===== src/hw/rtl/tme_pkg.sv =====
// Shared types, codes and constants of the Turing machine step engine.
`default_nettype none

package tme_pkg;

   localparam int STATE_COUNT_DEF = 1024;
   localparam int TAPE_DEPTH_DEF  = 65536;

   localparam int STATE_W = 10;
   localparam int ADDR_W  = 16;
   localparam int STEP_W  = 40;
   localparam int CSR_IDX_W = 1;

   localparam logic [STEP_W-1:0] STEP_LIMIT_RESET = 40'd1048576;
   localparam logic [ADDR_W-1:0] ORIGIN_RESET     = 16'd32768;

   // operation codes
   localparam logic [2:0] OP_LOAD_RULE = 3'd0;
   localparam logic [2:0] OP_LOAD_CELL = 3'd1;
   localparam logic [2:0] OP_STEP      = 3'd2;
   localparam logic [2:0] OP_READ_CELL = 3'd3;
   localparam logic [2:0] OP_RESTART   = 3'd4;

   // rule moves
   localparam logic [1:0] MOVE_STOP  = 2'd0;
   localparam logic [1:0] MOVE_RIGHT = 2'd1;
   localparam logic [1:0] MOVE_LEFT  = 2'd2;

   // result status
   localparam logic [1:0] STATUS_OK       = 2'd0;
   localparam logic [1:0] STATUS_LIMIT    = 2'd1;
   localparam logic [1:0] STATUS_OFF_TAPE = 2'd2;
   localparam logic [1:0] STATUS_HALTED   = 2'd3;

   // register indexes
   localparam logic [CSR_IDX_W-1:0] CSR_STEP_LIMIT  = 1'b0;
   localparam logic [CSR_IDX_W-1:0] CSR_HEAD_ORIGIN = 1'b1;

   typedef struct packed {
      logic [2:0]         operation;
      logic [STATE_W-1:0] rule_state;
      logic               rule_read;
      logic               rule_write;
      logic [1:0]         rule_move;
      logic [STATE_W-1:0] rule_next;
      logic [ADDR_W-1:0]  cell_address;
      logic               cell_value;
   } req_type;

   typedef struct packed {
      logic [STATE_W-1:0] machine_state;
      logic               symbol_read;
      logic               symbol_written;
      logic [ADDR_W-1:0]  head_position;
      logic               halted;
      logic [1:0]         status;
      logic [STEP_W-1:0]  steps_taken;
      logic               cell_data;
   } rsp_type;

   typedef struct packed {
      logic               write_bit;
      logic [1:0]         move;
      logic [STATE_W-1:0] goto_state;
   } rule_type;

   // one memory port's strobes
   typedef struct packed {
      logic rd;
      logic wr;
   } mem_ctl_type;

   typedef enum logic [1:0] {
      SEQ_IDLE,
      SEQ_TAPE,
      SEQ_RULE
   } seq_state_type;

endpackage

`default_nettype wire


===== src/hw/rtl/tme_seq.sv =====
// Item sequencer: tape read, rule read, tape or rule write and machine registers.
`default_nettype none

module tme_seq #(
   parameter int STATE_COUNT = tme_pkg::STATE_COUNT_DEF,
   parameter int TAPE_DEPTH  = tme_pkg::TAPE_DEPTH_DEF
) (
   input  logic                          clock,
   input  logic                          reset,
   input  logic                          start,
   output logic                          busy,
   input  tme_pkg::req_type              req_item,
   output logic                          rsp_strobe,
   output tme_pkg::rsp_type              rsp_item,
   input  logic [tme_pkg::STEP_W-1:0]    step_limit,
   input  logic [tme_pkg::ADDR_W-1:0]    head_origin,
   input  logic                          tape_clearing,
   output tme_pkg::mem_ctl_type          tape_ctl,
   output logic [$clog2(TAPE_DEPTH)-1:0] tape_addr,
   output logic                          tape_wdata,
   input  logic                          tape_q,
   output tme_pkg::mem_ctl_type          rule_ctl,
   output logic [$clog2(STATE_COUNT):0]  rule_addr,
   output tme_pkg::rule_type             rule_wdata,
   input  tme_pkg::rule_type             rule_q
);
   import tme_pkg::*;

   localparam int TAPE_AW  = $clog2(TAPE_DEPTH);
   localparam int STATE_AW = $clog2(STATE_COUNT);
   localparam int HEAD_W   = (TAPE_AW > ADDR_W) ? TAPE_AW : ADDR_W;

   seq_state_type       seq_state_ff, seq_state_in;
   req_type             item_ff, item_in;
   rsp_type             rsp_ff, rsp_in;
   logic                strobe_ff, strobe_in;
   logic [STATE_W-1:0]  cur_state_ff, cur_state_in;
   logic [HEAD_W-1:0]   head_ff, head_in;
   logic [STEP_W-1:0]   steps_ff, steps_in;
   logic                halt_ff, halt_in;

   logic                accept;
   logic                head_on_tape;
   logic                head_at_right;
   logic                state_in_table;
   logic                rule_slot_ok;
   logic                cell_ok;
   rule_type            entry;

   assign busy   = tape_clearing || (seq_state_ff != SEQ_IDLE);
   assign accept = start && !busy;

   assign head_on_tape   = 33'(head_ff) < 33'(TAPE_DEPTH);
   assign head_at_right  = (33'(head_ff) + 33'd1) >= 33'(TAPE_DEPTH);
   assign state_in_table = 17'(cur_state_ff) < 17'(STATE_COUNT);
   assign rule_slot_ok   = 17'(item_ff.rule_state) < 17'(STATE_COUNT);
   assign cell_ok        = 33'(item_ff.cell_address) < 33'(TAPE_DEPTH);
   assign entry          = state_in_table ? rule_q : '0;

   // next state
   always_comb begin
      case (seq_state_ff)
         SEQ_IDLE: seq_state_in = accept ? SEQ_TAPE : SEQ_IDLE;
         SEQ_TAPE: seq_state_in = SEQ_RULE;
         SEQ_RULE: seq_state_in = SEQ_IDLE;
         default:  seq_state_in = SEQ_IDLE;
      endcase
   end

   // outputs and register updates
   always_comb begin
      item_in      = item_ff;
      cur_state_in = cur_state_ff;
      head_in      = head_ff;
      steps_in     = steps_ff;
      halt_in      = halt_ff;
      strobe_in    = 1'b0;
      rsp_in       = rsp_ff;
      tape_ctl     = '0;
      tape_addr    = TAPE_AW'(head_ff);
      tape_wdata   = 1'b0;
      rule_ctl     = '0;
      rule_addr    = {STATE_AW'(cur_state_ff), tape_q};
      rule_wdata   = '{write_bit:  item_ff.rule_write,
                       move:       item_ff.rule_move,
                       goto_state: item_ff.rule_next};

      case (seq_state_ff)
         SEQ_IDLE: begin
            if (accept) begin
               item_in     = req_item;
               tape_ctl.rd = 1'b1;
               if (req_item.operation != OP_STEP) begin
                  tape_addr = TAPE_AW'(req_item.cell_address);
               end
            end
         end
         SEQ_TAPE: begin
            rule_ctl.rd = 1'b1;
         end
         SEQ_RULE: begin
            strobe_in                = 1'b1;
            rsp_in                   = '0;
            rsp_in.machine_state     = cur_state_ff;
            case (item_ff.operation)
               OP_LOAD_RULE: begin
                  rule_addr   = {STATE_AW'(item_ff.rule_state), item_ff.rule_read};
                  rule_ctl.wr = rule_slot_ok;
               end
               OP_LOAD_CELL: begin
                  tape_addr   = TAPE_AW'(item_ff.cell_address);
                  tape_wdata  = item_ff.cell_value;
                  tape_ctl.wr = cell_ok;
               end
               OP_STEP: begin
                  if (halt_ff) begin
                     rsp_in.status = STATUS_HALTED;
                  end else if (steps_ff >= step_limit) begin
                     halt_in       = 1'b1;
                     rsp_in.status = STATUS_LIMIT;
                  end else if (!head_on_tape) begin
                     halt_in       = 1'b1;
                     rsp_in.status = STATUS_OFF_TAPE;
                  end else begin
                     rsp_in.symbol_read    = tape_q;
                     rsp_in.symbol_written = entry.write_bit;
                     tape_wdata            = entry.write_bit;
                     tape_ctl.wr           = 1'b1;
                     steps_in              = steps_ff + 1'b1;
                     case (entry.move)
                        MOVE_RIGHT: begin
                           if (head_at_right) begin
                              halt_in       = 1'b1;
                              rsp_in.status = STATUS_OFF_TAPE;
                           end else begin
                              head_in      = head_ff + 1'b1;
                              cur_state_in = entry.goto_state;
                           end
                        end
                        MOVE_LEFT: begin
                           if (head_ff == '0) begin
                              halt_in       = 1'b1;
                              rsp_in.status = STATUS_OFF_TAPE;
                           end else begin
                              head_in      = head_ff - 1'b1;
                              cur_state_in = entry.goto_state;
                           end
                        end
                        default: halt_in = 1'b1;   // stop, and move code three
                     endcase
                  end
               end
               OP_READ_CELL: begin
                  rsp_in.cell_data = cell_ok && tape_q;
               end
               OP_RESTART: begin
                  cur_state_in         = '0;
                  head_in              = HEAD_W'(head_origin);
                  steps_in             = '0;
                  halt_in              = 1'b0;
                  rsp_in.machine_state = '0;
               end
               default: ;
            endcase
            rsp_in.head_position = ADDR_W'(head_in);
            rsp_in.halted        = halt_in;
            rsp_in.steps_taken   = steps_in;
         end
         default: ;
      endcase
   end

   always_ff @(posedge clock) begin
      if (reset) begin
         seq_state_ff <= SEQ_IDLE;
         strobe_ff    <= 1'b0;
         cur_state_ff <= '0;
         head_ff      <= HEAD_W'(ORIGIN_RESET);
         steps_ff     <= '0;
         halt_ff      <= 1'b0;
      end else begin
         seq_state_ff <= seq_state_in;
         strobe_ff    <= strobe_in;
         cur_state_ff <= cur_state_in;
         head_ff      <= head_in;
         steps_ff     <= steps_in;
         halt_ff      <= halt_in;
      end
   end

   always_ff @(posedge clock) begin
      item_ff <= item_in;
      rsp_ff  <= rsp_in;
   end

   assign rsp_strobe = strobe_ff;
   assign rsp_item   = rsp_ff;

endmodule

`default_nettype wire


===== config.mk =====
export PLATFORM = sky130hd
export DESIGN_NAME = tme_seq
export DESIGN_NICKNAME = d
export VERILOG_FILES = /design/src/hw/rtl/tme_pkg.sv /design/src/hw/rtl/tme_seq.sv
export SDC_FILE = /design/constraint.sdc
export NUM_CORES = 1
export LEC_CHECK = 0
export ABC_AREA = 1
export BUFFER_PORTS_ARGS = -buffer_cell sky130_fd_sc_hd__buf_2
export CAP_MARGIN = 40
export CORE_ASPECT_RATIO = 1.75
export CORE_MARGIN = 2
export CORE_UTILIZATION = 50
export DETAILED_ROUTE_END_ITERATION = 8
export PLACE_DENSITY = 0.8
export SETUP_SLACK_MARGIN = 0.15
export SLEW_MARGIN = 20
export SYNTH_ARGS = -nofsm -noshare
export SYNTH_HDL_FRONTEND = slang
export SYNTH_SLANG_ARGS = --single-unit
export TNS_END_PERCENT = 5

===== constraint.sdc =====
create_clock -name clock -period 9.3 [get_ports clock]
set_input_delay 0.465 -clock clock [delete_from_list [all_inputs] [get_ports clock]]
set_output_delay 0.465 -clock clock [all_outputs]
set_load 0.05 [all_outputs]

### After elaboration in Yosys (flattened, before gate mapping)

Cells that the tools add are included.
W data, S select, Z words.

| cells by class | value |
|---|---|
| $add $sub $neg | 4 |
| order comparisons | 2 |
| equality and inequality tests | 14 |
| muxes and demuxes | 48 |
| bitwise operators | 1 |
| reductions and logical operators | 11 |

Operator list:

| kind | number |
|---|---|
| $mux W16 | 7 |
| $pmux W16 S2 | 3 |
| $mux W40 | 2 |
| $pmux W40 S2 | 1 |
| $add A40 B1 Y40 const B | 1 |
| $ge A40 B40 Y1 | 1 |
| $mux W10 | 4 |
| $pmux W10 S2 | 2 |
| $mux W11 | 2 |
| $add A16 B1 Y17 const B | 1 |
| $ge A17 B17 Y1 const B | 1 |
| $mux W1 | 17 |
| $add A16 B1 Y16 const B | 1 |
| $logic_not A16 Y1 | 1 |
| $sub A16 B1 Y16 const B | 1 |
| $mux W2 | 4 |
| $pmux W1 S2 | 4 |
| $pmux W2 S2 | 2 |
| $reduce_and A7 Y1 | 1 |
| $eq A3 B2 Y1 const B | 2 |
| $ne A3 B3 Y1 const B | 2 |
| $eq A2 B1 Y1 const B | 2 |
| $eq A2 B2 Y1 const B | 2 |
| $ne A2 B2 Y1 const B | 2 |
| other kinds (13) | 14 |

| storage, ports and cells | value |
|---|---|
| bits in registers | 186 |
| input bits | 118 |
| output and inout port bits | 119 |
| logic and storage cells | 102 |

### Logic depth before layout (Yosys ltp)

| logic depth | value |
|---|---|
| depth after elaboration | 7 |
| mapped depth | 21 |
| mapped depth without buffers | 19 |

### Worst setup path before layout

No wires, ideal clock.

| path | value |
|---|---|
| path type | flip-flop to output port |
| start | register seq_state_ff[1] |
| end | output tape_addr[10] |
| arrival | 3.752 ns |
| slack | 5.083 ns |
| stages on the path, launching flop included | 7 |
| buffers on the path | 2 |
| path through | dfxtp_1 -> inv_2 -> nor2_2 -> clkbuf_1 -> clkbuf_1 -> nand3_1 -> o221ai_1 |

| between the ends | value |
|---|---|
| word-level cells in the longest chain between the ends | 6 |
| elaborated cells between the ends (all ways) | 8 |

RTL lines:

| element | RTL line | source |
|---|---|---|
| from (decl) | tme_seq.sv:33 | `seq_state_type seq_state_ff, seq_state_in;` |
| from (signal assigned) | tme_seq.sv:182 | `seq_state_ff <= seq_state_in;` |
| $reduce_bool A2 Y1 | tme_seq.sv:50 | `assign busy = tape_clearing \|\| (seq_state_ff != SEQ_IDLE);` |
| $logic_or A1 B1 Y1 | tme_seq.sv:50 |  |
| $logic_not A1 Y1 | tme_seq.sv:51 | `assign accept = start && !busy;` |
| $logic_and A1 B1 Y1 | tme_seq.sv:51 |  |
| $mux W16 | tme_seq.sv:90 | `if (accept) begin` |
| $pmux W16 S2 (*) | tme_seq.sv:88 | `case (seq_state_ff)` |
| to (decl) | tme_seq.sv:19 | `output logic [$clog2(TAPE_DEPTH)-1:0] tape_addr,` |

Mark *: on every way between the ends. The rest lies on a longest branch, timed or not.

==> impl_metrics.tcl <==
set metrics [dict create \
    ys_seq_area_frac 0.4084 \
    sequentialPowerShare 0.483 \
    min_period_over_period 0.5151 \
    path_cells "ha_1, nand2_1, inv_1, nand2_1, nand2_1, a21oi_1, nand3_1, nor2_4, nand2_8, nor2_4, inv_1, o21ai_0, buf_2" \
    placed_cells_incl_taps 2160 \
    hp-class "primary input to flip-flop" \
    initial_utilization 0.5106 \
    antenna_left 0 \
    worst_pin_slew_ps 844.7 \
    grt_pass1_wl_um 60330 \
    postCtsResizedCells 0 \
    power.switching_mw 0.5679 \
    synth.avg_cell_area_um2 7.078 \
    finalSetupTns_ps 0 \
    yosys.area.top_type "edfxtp_1" \
    cts_tree "done" \
    synth_edf_count 116 \
    power_density_nw_per_um2 137.7 \
    netSwitchingFraction 0.2988 \
    synthFlopType "edfxtp_1" \
    worstPathArrival_ps 4330 \
    crit_top_cell "nand2_1" \
    clk_latency_ps 470 \
    synth_nets 1854 \
    hold_buffers 0 \
    rows 74 \
    core_um2 23430 \
    synth.most_common_cell "nand2_1" \
    leakage_nw 6.579 \
    post_cts_buffers 0 \
    grt.total_usage 0.3081 \
    cp.required_ps 8840 \
    fin_skew_ps 12.15 \
    power_frac_comb 0.151 \
    synth_cell_types 41 \
    cp-start-kind "flip-flop" \
    antenna_found_initial 1 \
    clockRootBuffer "clkbuf_16" \
    fin_cells 2192 \
    synth.top_cells.by_count "490 x nand2_1, 236 x inv_1, 191 x nand3_1" \
    diodes 0 \
    drtIter0Drc 909 \
    num_io_pins 237 \
    critPathSlowestCell "nor2_4" \
    hpwl_um 29020 \
    path_clk_slew_ps 70 \
    final_nets 2039 \
    ir_drop_uv 156.9 \
    finalHoldViolCount 0 \
    die_w_um 120.9 \
    yosysTopAreaCellShare 0.2912 \
    cts-buffers-inserted 17 \
    rsz0062_at_grt "no" \
    async_reset_ff_frac 0 \
    synth_area_um2 11960 \
    syn_inst 1690 \
    endpoint_kind "output port" \
    slew_headroom 0.4369 \
    fmax_mhz 208.8 \
    max_stage_delay_ps 580 \
    setup_viol 0 \
    gp_congestion 0.9650 \
    ys_ff_latch 186 \
    numClockSinks 186 \
    drive_above_1_share 0.1668 \
    outcome "finished, final reports clean" \
    syn_to_final_growth_pct 15.44 \
    p_clk_frac 0.366 \
    synth_warnings 0 \
    viasPerCell 5.501 \
    io_buffers 236 \
    drv_slew 0 \
    grt_max_degree 67 \
    internal_power_mw 1.333 \
    layout_min_cycle_time_ps 4790 \
    cap_violations 0 \
    worstSetupPathType "flip-flop to output port" \
    drt_pre_antenna_iters 6 \
    clock_tree.buffer_depth 2 \
    n_fill_cell 2184 \
    vias 12060 \
    synthTopCellsByArea "edfxtp_1 29%, nand2_1 15%, dfxtp_1 12%" \
    h-tree-depth 4 \
    die-area_um2 25230 \
    drt-total-wl_um 38800 \
    grt_overflow 0 \
    worst-path-max-fanout 24 \
    die-height_um 208.6 \
    grt_pass1_vias 11760 \
    drc 0 \
    wire_per_inst_um 17.70 \
]
-- flip-flops by register name (all words and copies together) (netlist names) --
signal        count
rsp_item         72
steps_ff         40
item_ff          31
head_ff          16
rule_wdata       13
cur_state_ff     10
seq_state_ff      2
halt_ff           1
rsp_strobe        1
-- kinds of logic (layout without fill, tap and decap cells) --
family          after synthesis  count (layout)  synth area share
buf+inv                     324             522            0.1109
xor+xnor                     11              11          0.008054
flops                       186             186            0.4084
simple gates                923             923            0.3305
fa+ha+maj                    46              46           0.04812
compound gates              200             200           0.09404
-- per-stage QoR --
step | area, um2 | total power, mW | util | worst slack, ps | hold WS, ps
6_report | 13810 | 1.901 | 0.5895 | 4510 | 165.9
4_1_cts | 13810 | 1.910 | 0.5895 | 4526 | 151.2
3_5_place_dp | 13270 | 1.221 | 0.5665 | 4913 | 488.8
5_1_grt | 13810 | 1.968 | 0.5895 | 4368 | 155.0
3_3_place_gp | 13190 | 1.213 | 0.5630 | 5050 | 478.6
2_1_floorplan | 11960 | 1.132 | - | 5083 | 464.7
-- power by group through the flow --
stage / sequential (mW) / combinational [mW] / clock [mW]
2_1_floorplan: 0.945 / 0.187 / 0
3_3_place_gp: 0.936 / 0.277 / 0
3_5_place_dp: 0.936 / 0.285 / 0
4_1_cts: 0.917 / 0.286 / 0.706
5_1_grt: 0.920 / 0.316 / 0.731
6_report: 0.918 / 0.287 / 0.696
-- final timing paths --
kind	startpoint	endpoint	slack, ps	cells after the start
max reg2reg	steps_ff[35]	rsp_item[12]	5370	13
min reg2reg	cur_state_ff[4]	cur_state_ff[4]	510	2
min	req_item[36]	item_ff[36]	170	1
max	steps_ff[35]	tape_ctl[0]	4510	13
-- per-layer routing --
| metal | track usage | up-vias | part of all wire |
|---|---|---|---|
| met5 | 0 | - | 0.00046 |
| met4 | 0.2169 | 2 | 0.069 |
| met3 | 0.04067 | 135 | 0.053 |
| met2 | 0.5614 | 479 | 0.53 |
| met1 | 0.3174 | 5570 | 0.35 |
| li1 | - | 5872 | - |
-- cells in the final DEF, fill, tap and decap left out, types with 11 or more instances in the layout --
master / Yosys / layout
nand4_1: 34 / 34
nor2_1: 156 / 156
nand2_1: 490 / 490
clkbuf_16: 0 / 17
o21ai_1: 19 / 19
inv_1: 236 / 235
o211ai_1: 20 / 20
ha_1: 46 / 46
o21ai_0: 65 / 65
a21oi_1: 74 / 74
buf_2: 20 / 236
dfxtp_1: 70 / 70
nand3_1: 191 / 191
xor2_1: 11 / 11
nor3_1: 21 / 20
edfxtp_1: 116 / 116
-- critical path, delay by kind of cell, from the launching register on --
kind            cells  cell delay, ps
buf+inv             3             670
fa+ha+maj           1             300
simple gates        7            1780
compound gates      2             630
flops               1             470
-- layout make-up --
type,instances,area [um2],share of cell area
Tap cell,304,380.4,0.02755
Timing Repair Buffer,250,1338,0.09686
Clock buffer,18,429.2,0.03108
Clock inverter,14,108.9,0.007883
Multi-Input combinational cell,1180,5767,0.4176
Inverter,240,900.9,0.06524
Sequential cell,186,4885,0.3538
No activity file was read; power rests on OpenSTA's default activity.
